[config.mk]
export PLATFORM = sky130hd
export DESIGN_NAME = stereo_linear_resampler_top
export DESIGN_NICKNAME = d
export VERILOG_FILES = /design/src/rtl/core/srl_pkg.sv /design/src/rtl/core/srl_lane.sv /design/src/rtl/core/srl_merge.sv /design/src/rtl/core/stereo_linear_resampler_top.sv
export SDC_FILE = /design/constraint.sdc
export NUM_CORES = 2
export LEC_CHECK = 0
export BUFFER_PORTS_ARGS = -buffer_cell sky130_fd_sc_hd__buf_2
export CORE_AREA = 2 2 307 309
export CTS_CLUSTER_DIAMETER = 30
export CTS_CLUSTER_SIZE = 20
export DETAILED_ROUTE_END_ITERATION = 8
export DIE_AREA = 0 0 309 311
export PLACE_DENSITY = 0.57
export SLEW_MARGIN = 40
export SYNTH_ARGS = -nofsm -noshare
export SYNTH_HDL_FRONTEND = slang
export SYNTH_SLANG_ARGS = --single-unit
export TNS_END_PERCENT = 20
[constraint.sdc]
create_clock -name aclk -period 10.46 [get_ports aclk]
set_clock_uncertainty 0.15 [all_clocks]
set_input_delay 2.092 -clock aclk [delete_from_list [all_inputs] [get_ports aclk]]
set_output_delay 2.092 -clock aclk [all_outputs]
set_load 0.005 [all_outputs]
[src/rtl/core/srl_pkg.sv]
// ----------------------------------------------------------------------------
// srl_pkg
// Shared types and constants for the stereo linear resampler: lane command
// and status bundles, control state encodings and register indexes.
// ----------------------------------------------------------------------------
`default_nettype none

package srl_pkg;

    // Field widths
    localparam int SAMPLE_W = 16;
    localparam int SRATE_W  = 16;
    localparam int ORATE_W  = 18;
    localparam int PHASE_W  = 18;
    localparam int CFG_IDX_W = 2;

    // Results per input frame, and the counter that tracks them
    localparam int CNT_W = 4;
    localparam logic [CNT_W-1:0] MAX_RESULTS = 4'd12;

    // Serial divider: the quotient magnitude is below 2^16, one bit per cycle
    localparam int DIV_STEPS = 16;
    localparam int STEP_W    = 4;
    localparam logic [STEP_W-1:0] LAST_STEP = 4'(DIV_STEPS - 1);

    // Configuration register indexes
    localparam logic [CFG_IDX_W-1:0] REG_SOURCE_RATE = 2'd0;
    localparam logic [CFG_IDX_W-1:0] REG_OUTPUT_RATE = 2'd1;

    // Register reset values
    localparam logic [SRATE_W-1:0] SRATE_RESET = 16'd32728;
    localparam logic [ORATE_W-1:0] ORATE_RESET = 18'd48000;

    // Work handed to one interpolation lane
    typedef struct packed {
        logic                       start;
        logic signed [SAMPLE_W-1:0] cur;
        logic signed [SAMPLE_W-1:0] nxt;
        logic [PHASE_W-1:0]         phase;
        logic [ORATE_W-1:0]         divisor;
    } lane_cmd_t;

    // What a lane reports back
    typedef struct packed {
        logic                       done;
        logic signed [SAMPLE_W-1:0] result;
    } lane_sts_t;

    // Request from the control into the merge stage
    typedef struct packed {
        logic valid;
        logic last;
    } push_t;

    typedef enum logic [1:0] {
        LN_IDLE,
        LN_MUL,
        LN_DIV,
        LN_FIX
    } lane_state_t;

    typedef enum logic [1:0] {
        C_IDLE,
        C_CHECK,
        C_WAIT,
        C_PUSH
    } ctrl_state_t;

endpackage

`default_nettype wire

[src/rtl/core/srl_lane.sv]
// ----------------------------------------------------------------------------
// srl_lane
// One channel of the interpolator: cur + (nxt - cur) * phase / divisor,
// quotient truncated toward zero. A registered multiply, then a restoring
// divider that retires one quotient bit per cycle.
// ----------------------------------------------------------------------------
`default_nettype none

module srl_lane (
    input  wire                      aclk,
    input  wire                      aresetn,
    input  wire srl_pkg::lane_cmd_t  cmd,
    output srl_pkg::lane_sts_t       sts
);

    // Product width: remainder over dividend
    localparam int PROD_W = srl_pkg::ORATE_W + srl_pkg::SAMPLE_W;

    srl_pkg::lane_state_t state_reg, state_next;

    logic [srl_pkg::STEP_W-1:0]          step_reg, step_next;
    logic                                done_reg, done_next;
    logic signed [srl_pkg::SAMPLE_W-1:0] base_reg;
    logic signed [srl_pkg::SAMPLE_W-1:0] result_reg;
    logic                                neg_reg;
    logic [srl_pkg::SAMPLE_W-1:0]        mag_reg;
    logic [srl_pkg::PHASE_W-1:0]         phase_reg;
    logic [srl_pkg::ORATE_W-1:0]         div_reg;
    logic [srl_pkg::ORATE_W-1:0]         rem_reg;
    logic [srl_pkg::SAMPLE_W-1:0]        dvd_reg;

    // Delta and its magnitude, taken at start
    logic signed [srl_pkg::SAMPLE_W:0] delta;
    logic [srl_pkg::SAMPLE_W:0]        delta_abs;

    // Divider step
    logic [srl_pkg::ORATE_W:0] shifted;
    logic [srl_pkg::ORATE_W:0] trial;
    logic                      qbit;

    // Final signed sum
    logic signed [srl_pkg::SAMPLE_W:0] q_signed;
    logic signed [srl_pkg::SAMPLE_W:0] sum;

    assign delta     = {cmd.nxt[srl_pkg::SAMPLE_W-1], cmd.nxt}
                     - {cmd.cur[srl_pkg::SAMPLE_W-1], cmd.cur};
    assign delta_abs = delta[srl_pkg::SAMPLE_W] ? (~delta + 1'b1) : delta;

    assign shifted = {rem_reg, dvd_reg[srl_pkg::SAMPLE_W-1]};
    assign trial   = shifted - {1'b0, div_reg};
    assign qbit    = ~trial[srl_pkg::ORATE_W];

    assign q_signed = neg_reg ? -$signed({1'b0, dvd_reg}) : $signed({1'b0, dvd_reg});
    assign sum      = {base_reg[srl_pkg::SAMPLE_W-1], base_reg} + q_signed;

    // Control registers
    always_ff @(posedge aclk) begin
        if (!aresetn) begin
            state_reg <= srl_pkg::LN_IDLE;
            step_reg  <= '0;
            done_reg  <= 1'b0;
        end else begin
            state_reg <= state_next;
            step_reg  <= step_next;
            done_reg  <= done_next;
        end
    end

    // Next state
    always_comb begin
        state_next = state_reg;
        step_next  = step_reg;
        done_next  = 1'b0;
        unique case (state_reg)
            srl_pkg::LN_IDLE: begin
                if (cmd.start) begin
                    state_next = srl_pkg::LN_MUL;
                end
            end
            srl_pkg::LN_MUL: begin
                step_next  = '0;
                state_next = srl_pkg::LN_DIV;
            end
            srl_pkg::LN_DIV: begin
                step_next = step_reg + 1'b1;
                if (step_reg == srl_pkg::LAST_STEP) begin
                    state_next = srl_pkg::LN_FIX;
                end
            end
            srl_pkg::LN_FIX: begin
                done_next  = 1'b1;
                state_next = srl_pkg::LN_IDLE;
            end
            default: state_next = srl_pkg::LN_IDLE;
        endcase
    end

    // Datapath
    always_ff @(posedge aclk) begin
        unique case (state_reg)
            srl_pkg::LN_IDLE: begin
                if (cmd.start) begin
                    base_reg  <= cmd.cur;
                    neg_reg   <= delta[srl_pkg::SAMPLE_W];
                    mag_reg   <= delta_abs[srl_pkg::SAMPLE_W-1:0];
                    phase_reg <= cmd.phase;
                    div_reg   <= cmd.divisor;
                end
            end
            srl_pkg::LN_MUL: begin
                // High part is already below the divisor since phase < divisor
                {rem_reg, dvd_reg} <= PROD_W'(mag_reg) * PROD_W'(phase_reg);
            end
            srl_pkg::LN_DIV: begin
                rem_reg <= qbit ? trial[srl_pkg::ORATE_W-1:0]
                                : shifted[srl_pkg::ORATE_W-1:0];
                dvd_reg <= {dvd_reg[srl_pkg::SAMPLE_W-2:0], qbit};
            end
            srl_pkg::LN_FIX: begin
                result_reg <= sum[srl_pkg::SAMPLE_W-1:0];
            end
            default: ;
        endcase
    end

    assign sts.done   = done_reg;
    assign sts.result = result_reg;

endmodule

`default_nettype wire

[src/rtl/core/srl_merge.sv]
// ----------------------------------------------------------------------------
// srl_merge
// Joins the left and right lane results with the run flag into one output
// frame and holds it in the master-side register until transferred.
// ----------------------------------------------------------------------------
`default_nettype none

module srl_merge (
    input  wire                      aclk,
    input  wire                      aresetn,
    input  wire srl_pkg::push_t      push,
    input  wire srl_pkg::lane_sts_t  left_sts,
    input  wire srl_pkg::lane_sts_t  right_sts,
    output logic                     push_ready,
    output logic                     m_tvalid,
    input  wire                      m_tready,
    output logic [31:0]              m_tdata,   // [15:0] left_out, [31:16] right_out
    output logic                     m_tlast    // last_of_run
);

    logic        tvalid_reg;
    logic [31:0] tdata_reg;
    logic        tlast_reg;

    assign push_ready = !tvalid_reg || m_tready;

    // Valid flag
    always_ff @(posedge aclk) begin
        if (!aresetn) begin
            tvalid_reg <= 1'b0;
        end else if (push.valid && push_ready) begin
            tvalid_reg <= 1'b1;
        end else if (m_tready) begin
            tvalid_reg <= 1'b0;
        end
    end

    // Payload
    always_ff @(posedge aclk) begin
        if (push.valid && push_ready) begin
            tdata_reg <= {right_sts.result, left_sts.result};
            tlast_reg <= push.last;
        end
    end

    assign m_tvalid = tvalid_reg;
    assign m_tdata  = tdata_reg;
    assign m_tlast  = tlast_reg;

endmodule

`default_nettype wire

[src/rtl/core/stereo_linear_resampler_top.sv]
// ----------------------------------------------------------------------------
// stereo_linear_resampler_top
// Linear interpolation sample rate converter for signed 16-bit stereo frames.
// ----------------------------------------------------------------------------
// Sequence: an output frame passes through the check, the multiply, 16 divider
//   steps, the fixup, the wait and the push into the output register.
// Flow: a new input frame is accepted only in idle, once the run of up to 12
//   output frames for the last one is pushed; output stalls hold the run.
// Reset: synchronous active-low aresetn clears state, phase and priming and
//   loads the source rate register with 32728 and the output rate with 48000.
// ----------------------------------------------------------------------------
`default_nettype none

module stereo_linear_resampler_top (
    input  wire         aclk,
    input  wire         aresetn,
    // configuration
    input  wire         cfg_wr_en,
    input  wire [1:0]   cfg_index,
    input  wire [17:0]  cfg_wdata,
    // source frames
    input  wire         s_tvalid,
    output logic        s_tready,
    input  wire [31:0]  s_tdata,   // [15:0] left_in, [31:16] right_in
    // output frames
    output logic        m_tvalid,
    input  wire         m_tready,
    output logic [31:0] m_tdata,   // [15:0] left_out, [31:16] right_out
    output logic        m_tlast    // last_of_run
);

    srl_pkg::ctrl_state_t state_reg, state_next;

    logic [srl_pkg::SRATE_W-1:0]         srate_reg;
    logic [srl_pkg::ORATE_W-1:0]         orate_reg;
    logic signed [srl_pkg::SAMPLE_W-1:0] cur_l_reg, cur_l_next;
    logic signed [srl_pkg::SAMPLE_W-1:0] cur_r_reg, cur_r_next;
    logic signed [srl_pkg::SAMPLE_W-1:0] nxt_l_reg, nxt_l_next;
    logic signed [srl_pkg::SAMPLE_W-1:0] nxt_r_reg, nxt_r_next;
    logic [srl_pkg::PHASE_W-1:0]         phase_reg, phase_next;
    logic [1:0]                          primed_reg, primed_next;
    logic [srl_pkg::CNT_W-1:0]           cnt_reg, cnt_next;
    logic                                last_reg, last_next;

    logic [srl_pkg::PHASE_W:0]   phase_sum;
    logic [srl_pkg::PHASE_W-1:0] phase_sat;
    logic                        can_emit;
    logic                        in_xfer;
    logic                        start;
    logic                        push_ready;

    srl_pkg::lane_cmd_t left_cmd, right_cmd;
    srl_pkg::lane_sts_t left_sts, right_sts;
    srl_pkg::push_t     push;

    assign s_tready = (state_reg == srl_pkg::C_IDLE);
    assign in_xfer  = s_tvalid && s_tready;

    assign phase_sum = {1'b0, phase_reg} + {3'b000, srate_reg};
    assign phase_sat = phase_sum[srl_pkg::PHASE_W] ? '1 : phase_sum[srl_pkg::PHASE_W-1:0];
    assign can_emit  = (phase_reg < orate_reg) && (cnt_reg < srl_pkg::MAX_RESULTS);

    // Configuration registers
    always_ff @(posedge aclk) begin
        if (!aresetn) begin
            srate_reg <= srl_pkg::SRATE_RESET;
            orate_reg <= srl_pkg::ORATE_RESET;
        end else if (cfg_wr_en) begin
            if (cfg_index == srl_pkg::REG_SOURCE_RATE) begin
                srate_reg <= cfg_wdata[srl_pkg::SRATE_W-1:0];
            end else if (cfg_index == srl_pkg::REG_OUTPUT_RATE) begin
                orate_reg <= cfg_wdata;
            end
        end
    end

    // Control state and frame pair
    always_ff @(posedge aclk) begin
        if (!aresetn) begin
            state_reg  <= srl_pkg::C_IDLE;
            cur_l_reg  <= '0;
            cur_r_reg  <= '0;
            nxt_l_reg  <= '0;
            nxt_r_reg  <= '0;
            phase_reg  <= '0;
            primed_reg <= '0;
            cnt_reg    <= '0;
            last_reg   <= 1'b0;
        end else begin
            state_reg  <= state_next;
            cur_l_reg  <= cur_l_next;
            cur_r_reg  <= cur_r_next;
            nxt_l_reg  <= nxt_l_next;
            nxt_r_reg  <= nxt_r_next;
            phase_reg  <= phase_next;
            primed_reg <= primed_next;
            cnt_reg    <= cnt_next;
            last_reg   <= last_next;
        end
    end

    // Sequencer: take a frame, then emit while the phase is in range and below the cap
    always_comb begin
        state_next  = state_reg;
        cur_l_next  = cur_l_reg;
        cur_r_next  = cur_r_reg;
        nxt_l_next  = nxt_l_reg;
        nxt_r_next  = nxt_r_reg;
        phase_next  = phase_reg;
        primed_next = primed_reg;
        cnt_next    = cnt_reg;
        last_next   = last_reg;
        start       = 1'b0;
        push        = '0;
        unique case (state_reg)
            srl_pkg::C_IDLE: begin
                if (in_xfer) begin
                    cnt_next = '0;
                    if (primed_reg == 2'd0) begin
                        cur_l_next  = s_tdata[15:0];
                        cur_r_next  = s_tdata[31:16];
                        primed_next = 2'd1;
                    end else if (primed_reg == 2'd1) begin
                        nxt_l_next  = s_tdata[15:0];
                        nxt_r_next  = s_tdata[31:16];
                        primed_next = 2'd2;
                        state_next  = srl_pkg::C_CHECK;
                    end else begin
                        cur_l_next = nxt_l_reg;
                        cur_r_next = nxt_r_reg;
                        nxt_l_next = s_tdata[15:0];
                        nxt_r_next = s_tdata[31:16];
                        if (phase_reg >= orate_reg) begin
                            phase_next = phase_reg - orate_reg;
                        end
                        state_next = srl_pkg::C_CHECK;
                    end
                end
            end
            srl_pkg::C_CHECK: begin
                if (can_emit) begin
                    start      = 1'b1;
                    phase_next = phase_sat;
                    cnt_next   = cnt_reg + 1'b1;
                    last_next  = (cnt_reg == srl_pkg::MAX_RESULTS - 1'b1)
                              || (phase_sat >= orate_reg);
                    state_next = srl_pkg::C_WAIT;
                end else begin
                    state_next = srl_pkg::C_IDLE;
                end
            end
            srl_pkg::C_WAIT: begin
                if (left_sts.done) begin
                    state_next = srl_pkg::C_PUSH;
                end
            end
            srl_pkg::C_PUSH: begin
                push.valid = 1'b1;
                push.last  = last_reg;
                if (push_ready) begin
                    state_next = srl_pkg::C_CHECK;
                end
            end
            default: state_next = srl_pkg::C_IDLE;
        endcase
    end

    // Lane commands: both lanes share phase and divisor
    always_comb begin
        left_cmd.start    = start;
        left_cmd.cur      = cur_l_reg;
        left_cmd.nxt      = nxt_l_reg;
        left_cmd.phase    = phase_reg;
        left_cmd.divisor  = orate_reg;
        right_cmd.start   = start;
        right_cmd.cur     = cur_r_reg;
        right_cmd.nxt     = nxt_r_reg;
        right_cmd.phase   = phase_reg;
        right_cmd.divisor = orate_reg;
    end

    srl_lane u_lane_left (
        .aclk    (aclk),
        .aresetn (aresetn),
        .cmd     (left_cmd),
        .sts     (left_sts)
    );

    srl_lane u_lane_right (
        .aclk    (aclk),
        .aresetn (aresetn),
        .cmd     (right_cmd),
        .sts     (right_sts)
    );

    srl_merge u_merge (
        .aclk       (aclk),
        .aresetn    (aresetn),
        .push       (push),
        .left_sts   (left_sts),
        .right_sts  (right_sts),
        .push_ready (push_ready),
        .m_tvalid   (m_tvalid),
        .m_tready   (m_tready),
        .m_tdata    (m_tdata),
        .m_tlast    (m_tlast)
    );

    // Both lanes run in lockstep
    assert property (@(posedge aclk) disable iff (!aresetn)
        left_sts.done == right_sts.done)
        else $error("lane completion out of step");

    // Never more than the result cap per frame
    assert property (@(posedge aclk) disable iff (!aresetn)
        cnt_reg <= srl_pkg::MAX_RESULTS)
        else $error("result count past cap");

    // A flagged last frame ends the run: control returns to idle
    assert property (@(posedge aclk) disable iff (!aresetn)
        (state_reg == srl_pkg::C_PUSH && push_ready && last_reg)
        |=> ##1 (state_reg == srl_pkg::C_IDLE))
        else $error("emission continued after last frame");

    // A lane completes only while control waits for it
    assert property (@(posedge aclk) disable iff (!aresetn)
        left_sts.done |-> (state_reg == srl_pkg::C_WAIT))
        else $error("lane result with no request pending");

endmodule

`default_nettype wire

==> run metrics <==
outcome complete, no violations; Reg clk slew, reported paths 50 ps; final period utilization 70.2%; DRC errors left 0; critical path class flip-flop to flip-flop; filler instances between 8000 and 9000; IO Count 92; final core utilization 50.1%; FFs w/ async S/R, synth 0%; placed cells between 5000 and 6000; Syn. warnings 0; reg-to-reg startpoint u_lane_left.phase_reg[11]$_DFFE_PP_; Worst-Margin Slew approximately 860 ps; post-CTS sizing 0; die width 309 um; sequential-to-total area share from yosys stat a little over a quarter; Unique masters post-synth 87; Mapped Area roughly 41000 um^2; Final Hold Viols 0; number of global-route vias before repair 31300; prevailing post-synth register cell edfxtp_1; type of origin of the critical path flip-flop; CP Launch Point u_lane_left.phase_reg[11]$_DFFE_PP_; initial antenna violation count 3; starting density of the core 44.6%; FF+latch count, synth about 400; post-route ant nets 0; Largest register FFs 32; Die Y 311 um; total CTS buffers 93; Rel. slew slack 42.4%; CTS tree yes; CP Capture Type flip-flop; Syn Nets ~5300; DRT Pass-1 Iters 6; total global routing track utilization 22.6%; ranking of synthesized cells by area fa_1 (22%), edfxtp_1 (20%), ha_1 (12%); root buf cell clkbuf_16; FMAX 136 MHz; Worst Hold Path Cells 0; total global routing overflow 0; path type of the worst min-delay path flip-flop to flip-flop; Iteration-0 DRC Markers 1660; gpl congestion 0.876; layout net count 5315; clk_lat worst skew 650 ps; count leader, synth nand2_1; Detailed Place HPWL 80200 um; total negative slack 0 ps; RSZ-0062 raised after global routing false; CTS Buffer Depth 3; largest net degree at the start of global routing just over 70; storage element area 10900 um^2; global-route wire length before repair ~170000 um; CP arrival 7540 ps; Core Footprint 92800 um^2; Max-cap violations 0; Port Buffers 91; DR WL/cell 18.5 um; clk sinks 410; max incr delay on CP about 800 ps; Final Instance Count excl. Fillers ~5800; setup slack, reg-to-reg 3110 ps; H-tree Lvls 3; Post-synth EDFFs 271; Endpoint, Worst Hold u_merge.m_tdata[9]$_DFFE_PP_; worst-path cell chain nand2_1 > fa_1 > fa_1 > inv_1 > fa_1 > fa_1 > fa_1 > inv_1 > fa_1 > inv_1 > ha_1 > and4_1 > a211o_1 > a31o_2 > o21a_1 > a211o_1 > a31oi_1 > o221ai_1 > a21oi_1 > xor2_1 > o21ai_0; drt total wl ~110000 um; crit path max-delay cell type edfxtp_1; r2r worst-path depth 21; fin worst setup slack ~3100 ps; Slew Viols, Final 0; CP required 10660 ps; Setup-failing EPs final 0; most frequent cells after synthesis nand2_1 (646), inv_1 (614), fa_1 (452), ha_1 (382), edfxtp_1 (271); area added between synthesis and finish 12.3%; Post-CTS Setup Bufs 0; cts hold-fix bufs 0; Placement Setup Slack roughly 3100 ps; hold_sp u_lane_left.result_reg[9]$_DFFE_PP_; DR vias/cell 5.27; Tmin final 7350 ps; row cnt about 110; area occupied by multi-input gates 27600 um^2; syn_area_per_cell 9.47 um^2; die area 96100 um^2; Worst path most repeated cell fa_1; fraction of layout cells with a size suffix above 1 7.66%; Synth area leader fa_1; critical path peak fanout 16; Synth Instances 4368; top-area cell type share of the netlist area 21.9%; reg2reg end u_lane_left.rem_reg[16]$_DFFE_PP_; via count 30400
routing by layer:
metal | vias up | routed length [um] | GRT usage [%]
li1 | 14600 | - | -
met1 | 15100 | 48400 | 30.7
met2 | 599 | 50700 | 37.5
met3 | 147 | 4580 | 3.13
met4 | 0 | 2710 | 6.48
met5 | - | 0 | 0
worst max-delay path by stage:
stage,to,slack [ps],cells past startpoint
2_1_floorplan,u_lane_right.base_reg[0]$_DFFE_PP_,3290,9
3_3_place_gp,u_lane_left.rem_reg[16]$_DFFE_PP_,3180,21
4_1_cts,u_lane_left.rem_reg[16]$_DFFE_PP_,3080,21
3_5_place_dp,u_lane_left.rem_reg[16]$_DFFE_PP_,3100,21
6_report,u_lane_left.rem_reg[16]$_DFFE_PP_,3110,21
5_1_grt,u_lane_left.rem_reg[16]$_DFFE_PP_,2740,21
kinds of logic after synthesis:
group                    count (synthesis)  share of synthesized area (%)
AND/OR/NAND/NOR                       1341                           15.4
adder cells (fa/ha/maj)                834                           33.4
buffers and inverters                  770                           7.05
AO/OA/AOI/OAI                          760                           12.2
flip-flops                             410                           26.4
XOR/XNOR                               209                           4.46
multiplexers                            44                           1.10
layout by cell type, fill, tap and decap left out, types with 25 or more instances in the layout:
cell / n
nand2_1: 645
inv_1: 614
fa_1: 452
ha_1: 378
edfxtp_1: 271
and2_1: 268
o21ai_0: 205
a21oi_1: 144
dfxtp_1: 139
xnor2_1: 136
nor2_1: 123
clkbuf_16: 98
nand3_1: 91
buf_2: 90
xor2_1: 71
a21o_1: 69
a21boi_0: 59
nor3_1: 44
o21a_1: 40
nand2b_1: 36
o211a_1: 36
nor2b_1: 31
mux2i_1: 31
a31oi_1: 28
o21bai_1: 27
o211ai_1: 25
metrics by stage:
stage,hold WS (ps),area (um^2)
2_1_floorplan,250,41400
3_3_place_gp,256,43000
3_5_place_dp,257,43100
4_1_cts,268,46400
5_1_grt,271,46500
6_report,263,46500
final cells by class:
cell class	count	share of cell area, %
antenna	1	0.00538
clock buffer	119	5.68
clock inverter	57	1.56
inverter	614	4.96
multi-input combinational	3188	59.4
sequential	410	23.5
tap	1254	3.38
timing repair buffer	117	1.55
critical path, delay by kind of cell, from the launching register on:
family,cells,cell delay [ps]
fa+ha+maj,7,3400
compound gates,8,1990
flops,1,800
simple gates,2,410
xor+xnor,1,180
buf+inv,3,140
Power is left out: the tool's default activity adds up to more than one toggle a clock period on the data nets, which glitch-free logic cannot reach.
